===== config.mk =====
export PLATFORM = sky130hd
export DESIGN_NAME = smartcard_t0_exchange_tracker_core
export DESIGN_NICKNAME = d
export VERILOG_FILES = /design/src/rtl/core/stc_pkg.sv /design/src/rtl/core/smartcard_t0_exchange_tracker_core.sv /design/src/rtl/core/stc_tracker.sv
export SDC_FILE = /design/constraint.sdc
export NUM_CORES = 1
export LEC_CHECK = 0
export ABC_CLOCK_PERIOD_IN_PS = 1900
export CORE_MARGIN = 4
export CORE_UTILIZATION = 60
export CTS_BUF_LIST = sky130_fd_sc_hd__clkbuf_2
export DETAILED_ROUTE_END_ITERATION = 10
export DONT_BUFFER_PORTS = 1
export PLACE_DENSITY = 0.84
export SYNTH_ARGS = -nofsm -noshare
export SYNTH_HDL_FRONTEND = slang
export SYNTH_HIERARCHICAL = 1
export SYNTH_SLANG_ARGS = --single-unit
export TNS_END_PERCENT = 5

===== constraint.sdc =====
create_clock -name clock -period 1.9 [get_ports clock]
set_input_delay 0.38 -clock clock [delete_from_list [all_inputs] [get_ports clock]]
set_output_delay 0.38 -clock clock [all_outputs]
set_load 0.1 [all_outputs]

===== src/rtl/core/stc_pkg.sv =====
// Shared types and constants for the T=0 exchange tracker.
// Holds phase and verdict codes, protocol byte values and the INS/P1 direction table.
package stc_pkg;

   localparam int ByteWidth    = 8;
   localparam int LengthWidth  = 9;
   localparam int CountWidth   = 3;

   localparam logic [7:0] NullByte    = 8'h60;
   localparam logic [3:0] Sw1HighSix  = 4'h6;
   localparam logic [3:0] Sw1HighNine = 4'h9;
   localparam logic [7:0] InvertMask  = 8'hFF;
   localparam logic [7:0] InsSelect   = 8'hA4;
   localparam logic [LengthWidth-1:0] MaxLength = 9'd256;

   localparam logic [CountWidth-1:0] HdrInsIdx = 3'd2;
   localparam logic [CountWidth-1:0] HdrP1Idx  = 3'd3;
   localparam logic [CountWidth-1:0] HdrLenIdx = 3'd5;

   typedef enum logic [2:0] {
      PH_HEADER = 3'd0,
      PH_PROC   = 3'd1,
      PH_SW2    = 3'd2,
      PH_ALL    = 3'd3,
      PH_ONE    = 3'd4
   } phase_type;

   typedef enum logic [1:0] {
      V_CONT      = 2'd0,
      V_TO_CARD   = 2'd1,
      V_FROM_CARD = 2'd2,
      V_UNKNOWN   = 2'd3
   } verdict_type;

   // Direction of the data phase, looked up from INS and (for SELECT) P1
   function automatic verdict_type direction_of(input logic [7:0] ins, input logic [7:0] p1);
      verdict_type dir;
      dir = V_UNKNOWN;
      unique case (ins)
         8'h04, 8'h0E, 8'h0F, 8'h20, 8'h21, 8'h22, 8'h24, 8'h26, 8'h28, 8'h2C,
         8'h44, 8'h82, 8'h86, 8'h87, 8'h88, 8'hA1, 8'hA2, 8'hB1, 8'hB3, 8'hC2,
         8'hC3, 8'hCB, 8'hD0, 8'hD1, 8'hD2, 8'hD6, 8'hD7, 8'hDA, 8'hDB, 8'hDC,
         8'hDD, 8'hE0, 8'hE2, 8'hE4: dir = V_TO_CARD;
         8'h70, 8'h84, 8'hB0, 8'hB2, 8'hC0, 8'hCA: dir = V_FROM_CARD;
         InsSelect: begin
            unique case (p1)
               8'h01, 8'h02, 8'h04, 8'h08, 8'h09: dir = V_TO_CARD;
               8'h03:                             dir = V_FROM_CARD;
               default:                           dir = V_UNKNOWN;
            endcase
         end
         default: dir = V_UNKNOWN;
      endcase
      return dir;
   endfunction

endpackage


===== src/rtl/core/smartcard_t0_exchange_tracker_core.sv =====
// T=0 exchange tracker: one card I/O line byte per req beat, one verdict per rsp beat.
// A byte is registered on input, decoded against the tracker state while it is held there, and
// its verdict registered on output; one byte per cycle is sustained while rsp_tready is high.
// Verdict: 0 continue, 1 packet to card ends, 2 packet from card ends, 3 unknown direction.
// Depends on stc_pkg and stc_tracker.
module smartcard_t0_exchange_tracker_core (
   input  logic       clock,
   input  logic       reset,
   input  logic       req_tvalid,
   output logic       req_tready,
   input  logic [7:0] req_tdata,   // [7:0] line_byte
   output logic       rsp_tvalid,
   input  logic       rsp_tready,
   output logic [7:0] rsp_tdata    // [1:0] verdict, [7:2] zero
);
   import stc_pkg::*;

   logic                 in_valid_ff;
   logic [ByteWidth-1:0] in_byte_ff;
   logic                 out_valid_ff;
   verdict_type          out_verdict_ff;
   verdict_type          step_verdict;
   logic                 advance;

   // a byte moves to the output register when that register is free or draining
   assign advance    = in_valid_ff && (!out_valid_ff || rsp_tready);
   assign req_tready = !in_valid_ff || advance;

   stc_tracker u_tracker (
      .clock     (clock),
      .reset     (reset),
      .step_en   (advance),
      .line_byte (in_byte_ff),
      .verdict   (step_verdict)
   );

   // Input register
   always_ff @(posedge clock) begin
      if (reset) begin
         in_valid_ff <= 1'b0;
      end else if (req_tready) begin
         in_valid_ff <= req_tvalid;
      end
      if (req_tready && req_tvalid) in_byte_ff <= req_tdata;
   end

   // Result register
   always_ff @(posedge clock) begin
      if (reset) begin
         out_valid_ff <= 1'b0;
      end else if (advance) begin
         out_valid_ff <= 1'b1;
      end else if (rsp_tready) begin
         out_valid_ff <= 1'b0;
      end
      if (advance) out_verdict_ff <= step_verdict;
   end

   assign rsp_tvalid = out_valid_ff;
   assign rsp_tdata  = {6'b0, out_verdict_ff};

endmodule


===== src/rtl/core/stc_tracker.sv =====
// Exchange state of the T=0 tracker: header capture, procedure decode, data count.
// Updates once per enabled byte and returns that byte's verdict; uses stc_pkg.
module stc_tracker (
   input  logic                        clock,
   input  logic                        reset,
   input  logic                        step_en,
   input  logic [stc_pkg::ByteWidth-1:0] line_byte,
   output stc_pkg::verdict_type        verdict
);
   import stc_pkg::*;

   phase_type              phase_ff,  phase_in;
   logic [CountWidth-1:0]  hdr_cnt_ff, hdr_cnt_in;
   logic [ByteWidth-1:0]   ins_ff,    ins_in;
   logic [ByteWidth-1:0]   p1_ff,     p1_in;
   logic [LengthWidth-1:0] exp_len_ff, exp_len_in;
   logic [LengthWidth-1:0] xfer_cnt_ff, xfer_cnt_in;

   logic [CountWidth-1:0]  hdr_cnt_inc;
   logic [LengthWidth-1:0] xfer_cnt_inc;
   logic                   more_left;
   logic                   status_class;
   verdict_type            dir;

   assign hdr_cnt_inc  = hdr_cnt_ff + CountWidth'(1);
   assign xfer_cnt_inc = xfer_cnt_ff + LengthWidth'(1);
   assign more_left    = xfer_cnt_ff < exp_len_ff;
   assign status_class = (line_byte[7:4] == Sw1HighSix) || (line_byte[7:4] == Sw1HighNine);
   assign dir          = direction_of(ins_ff, p1_ff);

   // Next state and verdict for one byte
   always_comb begin
      phase_in    = phase_ff;
      hdr_cnt_in  = hdr_cnt_ff;
      ins_in      = ins_ff;
      p1_in       = p1_ff;
      exp_len_in  = exp_len_ff;
      xfer_cnt_in = xfer_cnt_ff;
      verdict     = V_CONT;
      unique case (phase_ff)
         PH_PROC: begin
            if (line_byte == NullByte) begin
               verdict = V_FROM_CARD;
            end else begin
               if (status_class) phase_in = PH_SW2;
               if (line_byte == ins_ff) begin
                  if (more_left) phase_in = PH_ALL;
                  verdict = V_FROM_CARD;
               end else if ((line_byte ^ InvertMask) == ins_ff) begin
                  if (more_left) phase_in = PH_ONE;
                  verdict = V_FROM_CARD;
               end
            end
         end
         PH_SW2: begin
            phase_in    = PH_HEADER;
            hdr_cnt_in  = '0;
            xfer_cnt_in = '0;
            verdict     = V_FROM_CARD;
         end
         PH_ALL: begin
            xfer_cnt_in = xfer_cnt_inc;
            if (xfer_cnt_inc == exp_len_ff) begin
               phase_in = PH_PROC;
               verdict  = dir;
            end
         end
         PH_ONE: begin
            xfer_cnt_in = xfer_cnt_inc;
            phase_in    = PH_PROC;
            verdict     = dir;
         end
         default: begin
            // header phase: CLA INS P1 P2 P3
            hdr_cnt_in = hdr_cnt_inc;
            if (hdr_cnt_inc == HdrInsIdx) begin
               ins_in = line_byte;
            end else if (hdr_cnt_inc == HdrP1Idx) begin
               p1_in = line_byte;
            end else if (hdr_cnt_inc == HdrLenIdx) begin
               // a zero length means 256 only for reads from the card
               if (line_byte == '0 && dir == V_FROM_CARD) exp_len_in = MaxLength;
               else                                       exp_len_in = {1'b0, line_byte};
               phase_in = PH_PROC;
               verdict  = V_TO_CARD;
            end
         end
      endcase
   end

   // State registers
   always_ff @(posedge clock) begin
      if (reset) begin
         phase_ff    <= PH_HEADER;
         hdr_cnt_ff  <= '0;
         ins_ff      <= '0;
         p1_ff       <= '0;
         exp_len_ff  <= '0;
         xfer_cnt_ff <= '0;
      end else if (step_en) begin
         phase_ff    <= phase_in;
         hdr_cnt_ff  <= hdr_cnt_in;
         ins_ff      <= ins_in;
         p1_ff       <= p1_in;
         exp_len_ff  <= exp_len_in;
         xfer_cnt_ff <= xfer_cnt_in;
      end
   end

endmodule

==> results of run 1 <==
==> through the flow <==
stage / total power [mW] / area (um2)
3_3_place_gp: 1.403 / 3767
3_5_place_dp: 1.407 / 3767
5_1_grt: 2.008 / 4094
6_report: 1.946 / 4094
4_1_cts: 1.922 / 3954
2_1_floorplan: 1.368 / 3366
==> worst max-delay path, delay by kind of cell (launching register included) <==
family,cells,cell delay [ns]
buffers and inverters,1,0.11
AOI/OAI and AO/OA,3,0.77
DFF,1,0.40
adders and majority gates,1,0.21
and+or+nand+nor,2,0.59
==> state kept, by name, indices dropped and copies added (netlist names) <==
register and cells:
rsp_tvalid 1, u_tracker/exp_len_ff 9, u_tracker/p1_ff 8, out_verdict_ff 2, u_tracker/hdr_cnt_ff 3, in_byte_ff 8
u_tracker/xfer_cnt_ff 9, in_valid_ff 1, u_tracker/phase_ff 3, u_tracker/ins_ff 8
==> layout make-up <==
type | instances | area share (%)
Clock buffer | 5 | 0.6112
Clock inverter | 3 | 0.7029
Inverter | 21 | 1.925
Multi-Input combinational cell | 295 | 51.96
Sequential cell | 52 | 28.51
Tap cell | 70 | 2.139
Timing Repair Buffer | 72 | 14.15
==> layer usage <==
| layer | track usage (%) | up-vias | routed length, um | share of wire (%) |
|---|---|---|---|---|
| met3 | 6.291 | 55 | 728 | 7.8 |
| met5 | 0 | - | 0 | 0 |
| li1 | - | 1490 | - | - |
| met4 | 10.63 | 0 | 366 | 3.9 |
| met2 | 46.07 | 194 | 4487 | 48 |
| met1 | 33.06 | 1537 | 3753 | 40 |
==> layout by cell type, fill, tap and decap left out, types with 6 or more instances in the layout <==
| cell type | count |
|---|---|
| a21oi_1 | 21 |
| buf_4 | 59 |
| conb_1 | 6 |
| dfxtp_1 | 25 |
| dfxtp_2 | 15 |
| dlygate4sd3_1 | 11 |
| edfxtp_1 | 10 |
| ha_1 | 11 |
| inv_1 | 19 |
| mux2i_1 | 25 |
| nand2_1 | 21 |
| nand2b_1 | 6 |
| nand3_1 | 6 |
| nor2_1 | 51 |
| nor3_1 | 12 |
| o21ai_0 | 14 |
| xnor2_1 | 10 |
| xor2_1 | 13 |
==> worst paths after layout <==
kind	cells past startpoint	endpoint
setup / recovery	7	u_tracker/phase_ff[2]
hold / removal	1	u_tracker/exp_len_ff[0]
hold reg to reg	2	u_tracker/xfer_cnt_ff[8]
setup reg to reg	7	u_tracker/phase_ff[2]
==> cell families (layout without fill, tap and decap cells) <==
group | Yosys count | after routing
flops | 52 | 52
fa+ha+maj | 14 | 14
mux | 25 | 25
compound gates | 73 | 73
buf+inv | 46 | 101
xor+xnor | 23 | 23
simple gates | 154 | 154
other cells | 1 | 6
==> power by group through the flow <==
stage | Sequential, mW | Clock, mW | Combinational (mW)
finish | 1.17 | 0.522 | 0.250
detailed placement | 1.19 | 0 | 0.213
global placement | 1.19 | 0 | 0.210
CTS | 1.17 | 0.518 | 0.231
global route | 1.18 | 0.566 | 0.263
floorplan | 1.21 | 0 | 0.157
==> timing repair <==
action | in CTS | in global routing
buffers inserted | 0 | 1
endpoints found under the setup margin | 7 | 14
endpoints found under the hold margin | 47 | 36
gates resized for setup | 8 | 33
pin swaps | 0 | 8
==> results_dict.tcl, run 1 <==
set metrics [dict create \
    grt_overflow 0 \
    netlist_top_cells_count "nor2_1, dfxtp_1, mux2i_1" \
    drt_iter0_drc 325 \
    violations "negative hold slack, negative setup slack" \
    synth_area_leader_cell "dfxtp_1" \
    port-buffer-count 0 \
    synth.distinct_cells 65 \
    muxShareOfSynthArea_pct 7.547 \
    synth_top_family_by_area "simple AND/OR/NAND/NOR gates" \
    h-tree-depth 2 \
    clockRootBuffer "clkbuf_2" \
    dr.pass1.iters 6 \
    max_slew_margin_pct 56.09 \
    cp_cell_sequence "buf_6 -> ha_4 -> a22o_1 -> o41ai_4 -> nand3_2 -> or4_1 -> a21oi_1" \
    tightest_slew_ns 0.6518 \
    slew_viol_final 0 \
    rows 26 \
    arrival_ns 2.54 \
    clkPwrFrac_pct 26.8 \
    ys_seq_area_share_pct 34.42 \
    synthAdderAreaFrac_pct 5.283 \
    yosys_warnings 6 \
    area_delta_synth_final_pct 23.47 \
    synth_seq_cells 52 \
    utilization_pct 78.17 \
    power_frac_comb_pct 12.8 \
    die_h_um 82.34 \
    synthCells 388 \
    regToRegStartpoint "u_tracker/xfer_cnt_ff[4]" \
    start_kind "flip-flop" \
    status "complete, but fails checks" \
    leakagePower_nw 1.675 \
    nNetsFinal 473 \
    yosysMostFrequentCell "nor2_1" \
    crit_start "u_tracker/xfer_cnt_ff[4]" \
    coreArea_um2 5238 \
    clock_sinks 52 \
    multi_input_area_um2 2127 \
    p_switching_mw 0.5985 \
    detail-route-antenna-nets 0 \
    min_from "reset" \
    dieArea_um2 6779 \
    netlist_area_um2 3316 \
    hold_path.class "primary input to flip-flop" \
    place_congestion 0.9836 \
    clock_latency_ns 0.48 \
    synth-edff-count 10 \
    start_util_pct 63.31 \
    critPathMaxStageDelay_ns 0.42 \
    path_clk_slew_ns 0.31 \
    drv_cap 0 \
    fillers 308 \
    setup_violations 8 \
    ir_drop_v 0.0004058 \
    power.share.switching_pct 30.75 \
    drive_above_1_share_pct 27.01 \
    viasPerCell 6.324 \
    synth_top_area_share_pct 25.36 \
    cts_tree "done" \
    grt_max_degree 41 \
    grt_use_total_pct 27.13 \
    synth-compound-area-share_pct 14.87 \
    r2r_slack_ns -0.20 \
    fin_crit_sh_pct 110.5 \
    clock-skew-final_ns 0.02823 \
    antenna_found_initial 0 \
    synth_ff_type "dfxtp_1" \
    syn_avg_cell_area_um2 8.546 \
    pre_cts_slack_ns -0.1400 \
    ys_top_cells_by_area "dfxtp_1, edfxtp_1, mux2i_1" \
    tns_ns -0.7923 \
    crit_required_ns 2.34 \
    slowest_stage "or4_1" \
    seqPwrFrac_pct 60.3 \
    wl_per_cell_um 18.02 \
    cts_buffers 5 \
    grt_pass1_vias 3075 \
    critPathKind "flip-flop to flip-flop" \
    antennaDiodeCount 0 \
    stdcell_count 518 \
    die_w_um 82.34 \
    routed-via-count 3276 \
    cp-end-kind "flip-flop" \
    synth_xor_area_share_pct 6.075 \
    holdBufCountCts 11 \
    rsz0062_at_grt "true" \
    finalCriticalPeriod_ns 2.100 \
    dp_hpwl_mm 5.979 \
    max_freq_mhz 476.2 \
    num_io_pins 22 \
    powerDensity_nw_per_um2 475.5 \
    seqCellArea_um2 1167 \
    grt_pass1_wl_mm 14.13 \
    clock_path_buffers 2 \
    finalHoldViolations 36 \
    holdWs_ns -0.08584 \
    route.detailed.drc 0 \
    wirelength_mm 9.335 \
    fin_ws_ns -0.2000 \
    async_reset_ff_share_pct 0 \
    p_int_mw 1.348 \
    crit_fanout 3 \
    synthSimpleGateAreaFrac_pct 25.28 \
    place_inst 498 \
]
(Power assumes the default switching activity.)
==> inputs of run 2 (changes only) <==
--- a/config.mk
+++ b/config.mk
@@ -6,7 +6,6 @@
 export NUM_CORES = 1
 export LEC_CHECK = 0
 export ABC_CLOCK_PERIOD_IN_PS = 1900
-export CORE_MARGIN = 4
 export CORE_UTILIZATION = 60
 export CTS_BUF_LIST = sky130_fd_sc_hd__clkbuf_2
 export DETAILED_ROUTE_END_ITERATION = 10
==> run 2 against run 1 <==
Against the previous run:
- the run still ends with negative hold slack, negative setup slack left
- first-iteration DRC count is 28% lower
- final cell count is 0.58% lower
- combinational power is 3% lower
- core utilization fell by 1.8 points
- clock skew is 0.0012 ns higher
- die area decreased by 14%
- fmax grew 2.4%
- flip-flop and latch count unchanged
==> results_dict.tcl, run 2 (same netlist as run 1, synthesis figures left out) <==
set metrics [dict create \
    grt_overflow 0 \
    tightest_slew_ns 0.6025 \
    violations "negative hold slack, negative setup slack" \
    route.detailed.drc 0 \
    wirelength_mm 8.672 \
    powerDensity_nw_per_um2 486.7 \
    drive_above_1_share_pct 22.47 \
    antenna_found_initial 0 \
    ir_drop_v 0.0005284 \
    antennaDiodeCount 0 \
    h-tree-depth 2 \
    drv_cap 0 \
    rows 26 \
    clock_sinks 52 \
    dieArea_um2 5827 \
    grt_pass1_vias 3069 \
    coreArea_um2 5205 \
    clock-skew-final_ns 0.02947 \
    area_delta_synth_final_pct 19.81 \
    slew_viol_final 0 \
    start_kind "flip-flop" \
    finalCriticalPeriod_ns 2.052 \
    routed-via-count 3123 \
    crit_fanout 3 \
    detail-route-antenna-nets 0 \
    max_freq_mhz 487.4 \
    holdWs_ns -0.06392 \
    top_regs "u_tracker/exp_len_ff (9), u_tracker/xfer_cnt_ff (9)" \
    clockRootBuffer "clkbuf_2" \
    cts_buffers 5 \
    fin_ws_ns -0.1517 \
    clock_path_buffers 2 \
    fin_crit_sh_pct 108.0 \
    dp_hpwl_mm 5.975 \
    viasPerCell 6.064 \
    power.share.switching_pct 30.39 \
    leakagePower_nw 1.651 \
    p_switching_mw 0.5877 \
    die_w_um 76.34 \
    hold_path.class "primary input to flip-flop" \
    drt_iter0_drc 235 \
    setup_violations 7 \
    place_congestion 0.8822 \
    holdBufCountCts 10 \
    clock_latency_ns 0.46 \
    status "complete, but fails checks" \
    crit_required_ns 2.32 \
    p_total_mw 1.933 \
    p_int_mw 1.346 \
    num_io_pins 22 \
    grt_use_total_pct 30.22 \
    max_slew_margin_pct 59.41 \
    finalHoldViolations 37 \
    critPathKind "flip-flop to flip-flop" \
    seqPwrFrac_pct 60.7 \
    die_h_um 76.34 \
    rsz0062_at_grt "true" \
    layout_common_cells "buf_4, nor2_1, dfxtp_1" \
    dr.pass1.iters 4 \
    start_util_pct 63.70 \
    power_frac_comb_pct 12.5 \
    arrival_ns 2.47 \
    nNetsFinal 470 \
    mostFrequentLayoutCell "buf_4" \
    cp-end-kind "flip-flop" \
    path_clk_slew_ns 0.31 \
    grt_max_degree 41 \
    clkPwrFrac_pct 26.7 \
    port-buffer-count 0 \
    cts_tree "done" \
    wl_per_cell_um 16.84 \
    grt_pass1_wl_mm 14.05 \
]
==> run 2: cell count changes in the layout (fill, tap and decap cells not counted), moves of 2 or more <==
cell / before / now
dfxtp_1: 25 / 30
nor3_2: 2 / 0
ha_4: 3 / 1
dfxtp_2: 15 / 11
nand3_2: 3 / 1
nor4b_1: 2 / 4
ha_1: 11 / 13
nor4b_2: 2 / 0
nand3_1: 6 / 8
nor3_1: 12 / 14
==> run 2: final timing paths <==
path | startpoint | endpoint | slack, ns | depth (start not counted)
max | u_tracker/exp_len_ff[4] | u_tracker/phase_ff[2] | -0.15 | 7
min | reset | in_valid_ff | -0.06 | 1
max reg2reg | u_tracker/exp_len_ff[4] | u_tracker/phase_ff[2] | -0.15 | 7
min reg2reg | u_tracker/exp_len_ff[8] | u_tracker/exp_len_ff[8] | 0.50 | 2
==> run 2: final cells by class <==
type / instances / area, um2
inverters: 21 / 78.83
fillers: 346 / 1232
clock inverters: 3 / 28.78
repair buffers: 69 / 555.5
multi-input cells: 295 / 2038
well taps: 70 / 87.58
flip-flops and latches: 52 / 1159
clock buffers: 5 / 25.02
==> run 2: repair_timing <==
item | in CTS | in global routing
endpoints found under the setup margin | 6 | 17
setup buffers | 0 | 0
hold endpoints to repair | 47 | 37
pin swaps | 0 | 1
resized for setup | 5 | 11
==> run 2: per-stage QoR <==
stage | cell area, um2 | utilization (%) | cells | setup TNS [ns] | setup slack [ns]
2_1_floorplan | 3366 | - | 393 | -0.05913 | -0.05397
3_3_place_gp | 3772 | 72.48 | 497 | -0.06876 | -0.03871
3_5_place_dp | 3772 | 72.48 | 497 | -0.2094 | -0.09159
4_1_cts | 3939 | 75.67 | 515 | -0.4034 | -0.1394
5_1_grt | 3973 | 76.32 | 515 | -1.112 | -0.2527
6_report | 3973 | 76.32 | 515 | -0.5126 | -0.1517
==> run 2: worst max-delay path, cell delays in order (launching register included) <==
cell,delay [ns]
dfxtp_2,0.40
inv_1,0.04
ha_1,0.33
a22o_1,0.20
o41ai_2,0.33
nand3_1,0.17
or4_1,0.42
a21oi_1,0.14
==> run 2: power groups by stage <==
stage / clock network, mW / registers (mW) / logic [mW]
CTS: 0.521 / 1.17 / 0.233
global route: 0.564 / 1.18 / 0.255
finish: 0.517 / 1.17 / 0.243
detailed placement: 0 / 1.19 / 0.217
floorplan: 0 / 1.21 / 0.157
global placement: 0 / 1.19 / 0.213
==> run 2: metal layers <==
metal	routed length (um)	track usage, %	part of all wire, %
met1	3500	35.60	40
met2	4436	54.32	51
met3	482	4.551	5.6
met4	253	12.69	2.9
met5	0	0	0
==> inputs of run 3 (changes only) <==
--- a/config.mk
+++ b/config.mk
@@ -6,6 +6,7 @@
 export NUM_CORES = 1
 export LEC_CHECK = 0
 export ABC_CLOCK_PERIOD_IN_PS = 1900
+export CORE_MARGIN = 8
 export CORE_UTILIZATION = 60
 export CTS_BUF_LIST = sky130_fd_sc_hd__clkbuf_2
 export DETAILED_ROUTE_END_ITERATION = 10
==> run 3 against run 2 <==
Against the previous run:
- the run ends with negative setup slack left
- clock power up 3%
- via count is 10% higher
- final cell count grew 0.19%
- non-clock buffer count is 3 lower
- clock-buffer cell count stayed put
- hold slack improved by 0.14 ns
- flip-flop and latch count is the same
- first-iteration DRC count increased by 91%
- worst setup slack worse by 0.10 ns
- largest cell class unchanged
==> results_dict.tcl, run 3 (same netlist as run 1, synthesis figures left out) <==
set metrics [dict create \
    clkPwrFrac_pct 27.0 \
    p_int_mw 1.347 \
    use_met2_pct 40.86 \
    violations "negative setup slack" \
    power_frac_comb_pct 13.5 \
    die_h_um 90.34 \
    seqCellArea_um2 1166 \
    layout_common_cells "buf_4, nor2_1, dfxtp_1" \
    fin_crit_sh_pct 113.4 \
    critPathKind "flip-flop to flip-flop" \
    drt_iter0_drc 449 \
    clock_latency_ns 0.50 \
    clock_sinks 52 \
    coreArea_um2 5405 \
    routed-via-count 3437 \
    use_met1_pct 27.04 \
    slew_viol_final 0 \
    status "complete, but fails checks" \
    port-buffer-count 0 \
    h-tree-depth 2 \
    fin_ws_ns -0.2546 \
    dieArea_um2 8160 \
    cts_tree "done" \
    dr.pass1.iters 6 \
    slowest_stage "dfxtp_4" \
    met3_usage_pct 5.819 \
    rsz0062_at_grt "true" \
    cp_cell_sequence "buf_4 -> nor2b_1 -> a21oi_1 -> nor4_1 -> nor4_1 -> a311oi_2 -> o32ai_1" \
    hold_path.class "primary input to flip-flop" \
    start_kind "flip-flop" \
    finalHoldViolations 0 \
    route.detailed.drc 0 \
    powerDensity_nw_per_um2 490.8 \
    die_w_um 90.34 \
    crit_fanout 10 \
    place_inst 495 \
    pre_cts_slack_ns -0.2981 \
    power.share.switching_pct 31.79 \
    dp_hpwl_mm 6.183 \
    tns_ns -1.058 \
    max_slew_margin_pct 55.47 \
    p_switching_mw 0.6279 \
    crit_required_ns 2.16 \
    drive_above_1_share_pct 24.21 \
    max_freq_mhz 464.1 \
    critPathMaxStageDelay_ns 0.42 \
    grt_pass1_vias 3258 \
    start_util_pct 61.34 \
    clock-skew-final_ns 0.03844 \
    num_io_pins 22 \
    clockRootBuffer "clkbuf_2" \
    setup_violations 8 \
    top_usage_layer "met2" \
    rows 27 \
    place_congestion 0.9889 \
    viasPerCell 6.661 \
    cp-end-kind "flip-flop" \
    fillers 313 \
    antenna_found_initial 1 \
    nNetsFinal 467 \
    r2r_slack_ns -0.25 \
    arrival_ns 2.42 \
    grt_overflow 0 \
    finalCriticalPeriod_ns 2.155 \
    detail-route-antenna-nets 0 \
    area_delta_synth_final_pct 21.36 \
    multi_input_area_um2 2095 \
    leakagePower_nw 1.645 \
    grt_max_degree 40 \
    worst_path_dominant_cell_family "simple AND/OR/NAND/NOR gates" \
    wl_per_cell_um 20.56 \
    seqPwrFrac_pct 59.5 \
    p_total_mw 1.975 \
    clock_path_buffers 2 \
    stdcell_count 516 \
    tightest_slew_ns 0.6609 \
    grt_use_total_pct 23.98 \
    path_clk_slew_ns 0.33 \
    grt_pass1_wl_mm 16.04 \
    top_regs "u_tracker/exp_len_ff (9), u_tracker/xfer_cnt_ff (9)" \
    path_buf_inv 1 \
    drv_cap 0 \
    mostFrequentLayoutCell "buf_4" \
    crit_top_cell "nor4_1" \
    wirelength_mm 10.61 \
    ir_drop_v 0.0007936 \
    cts_buffers 5 \
]
-- run 3: changes by cell type in the layout (fill, tap and decap cells not counted), moves of 2 or more --
cell / previous run / this run
buf_4: 58 / 56
dfxtp_1: 30 / 26
diode_2: 0 / 2
dfxtp_2: 11 / 14
-- run 3: final cells by class --
class,instances,area share [%]
clock inverter,3,0.8396
inverter,21,1.959
tap,72,2.239
clock buffer,5,0.6219
sequential,52,28.98
timing repair buffer,66,13.18
multi-input combinational,295,52.05
antenna,2,0.1244
-- run 3: worst reg2reg max path, cell delays in order, from the launching register on --
cell and delay (ns):
dfxtp_4 0.42, buf_4 0.17, nor2b_1 0.27, a21oi_1 0.13
nor4_1 0.35, nor4_1 0.12, a311oi_2 0.33, o32ai_1 0.13
-- run 3: per-stage QoR --
| stage | hold WS [ns] | utilization [%] | instance area (um2) |
|---|---|---|---|
| CTS | 0.05389 | 73.54 | 3975 |
| finish | 0.07430 | 74.44 | 4024 |
| global placement | 0.4448 | 69.05 | 3732 |
| detailed placement | 0.4547 | 69.05 | 3732 |
| floorplan | 0.4394 | - | 3366 |
| global route | 0.02871 | 74.40 | 4021 |
-- run 3: final timing paths --
kind,startpoint,end,cells past startpoint
max,u_tracker/ins_ff[1],out_verdict_ff[1],7
min,reset,u_tracker/xfer_cnt_ff[5],2
max reg2reg,u_tracker/ins_ff[1],out_verdict_ff[1],7
min reg2reg,u_tracker/xfer_cnt_ff[8],u_tracker/xfer_cnt_ff[8],2
-- run 3: what timing repair did --
item,in CTS,in global routing
buffers inserted,1,0
endpoints found under the setup margin,7,12
pin swaps,4,0
resized for setup,19,9
endpoints found under the hold margin,47,0
hold buffers,10,0
-- run 3: layer usage --
| layer | part of all wire [%] | up-vias |
|---|---|---|
| met5 | 0 | - |
| met3 | 10 | 81 |
| li1 | - | 1487 |
| met2 | 47 | 288 |
| met1 | 36 | 1581 |
| met4 | 7.1 | 0 |
-- run 3: power groups by stage --
stage	Combinational [mW]	Sequential [mW]	Clock [mW]
5_1_grt	0.280	1.18	0.578
6_report	0.267	1.17	0.533
2_1_floorplan	0.157	1.21	0
3_3_place_gp	0.207	1.19	0
3_5_place_dp	0.213	1.19	0
4_1_cts	0.250	1.17	0.525
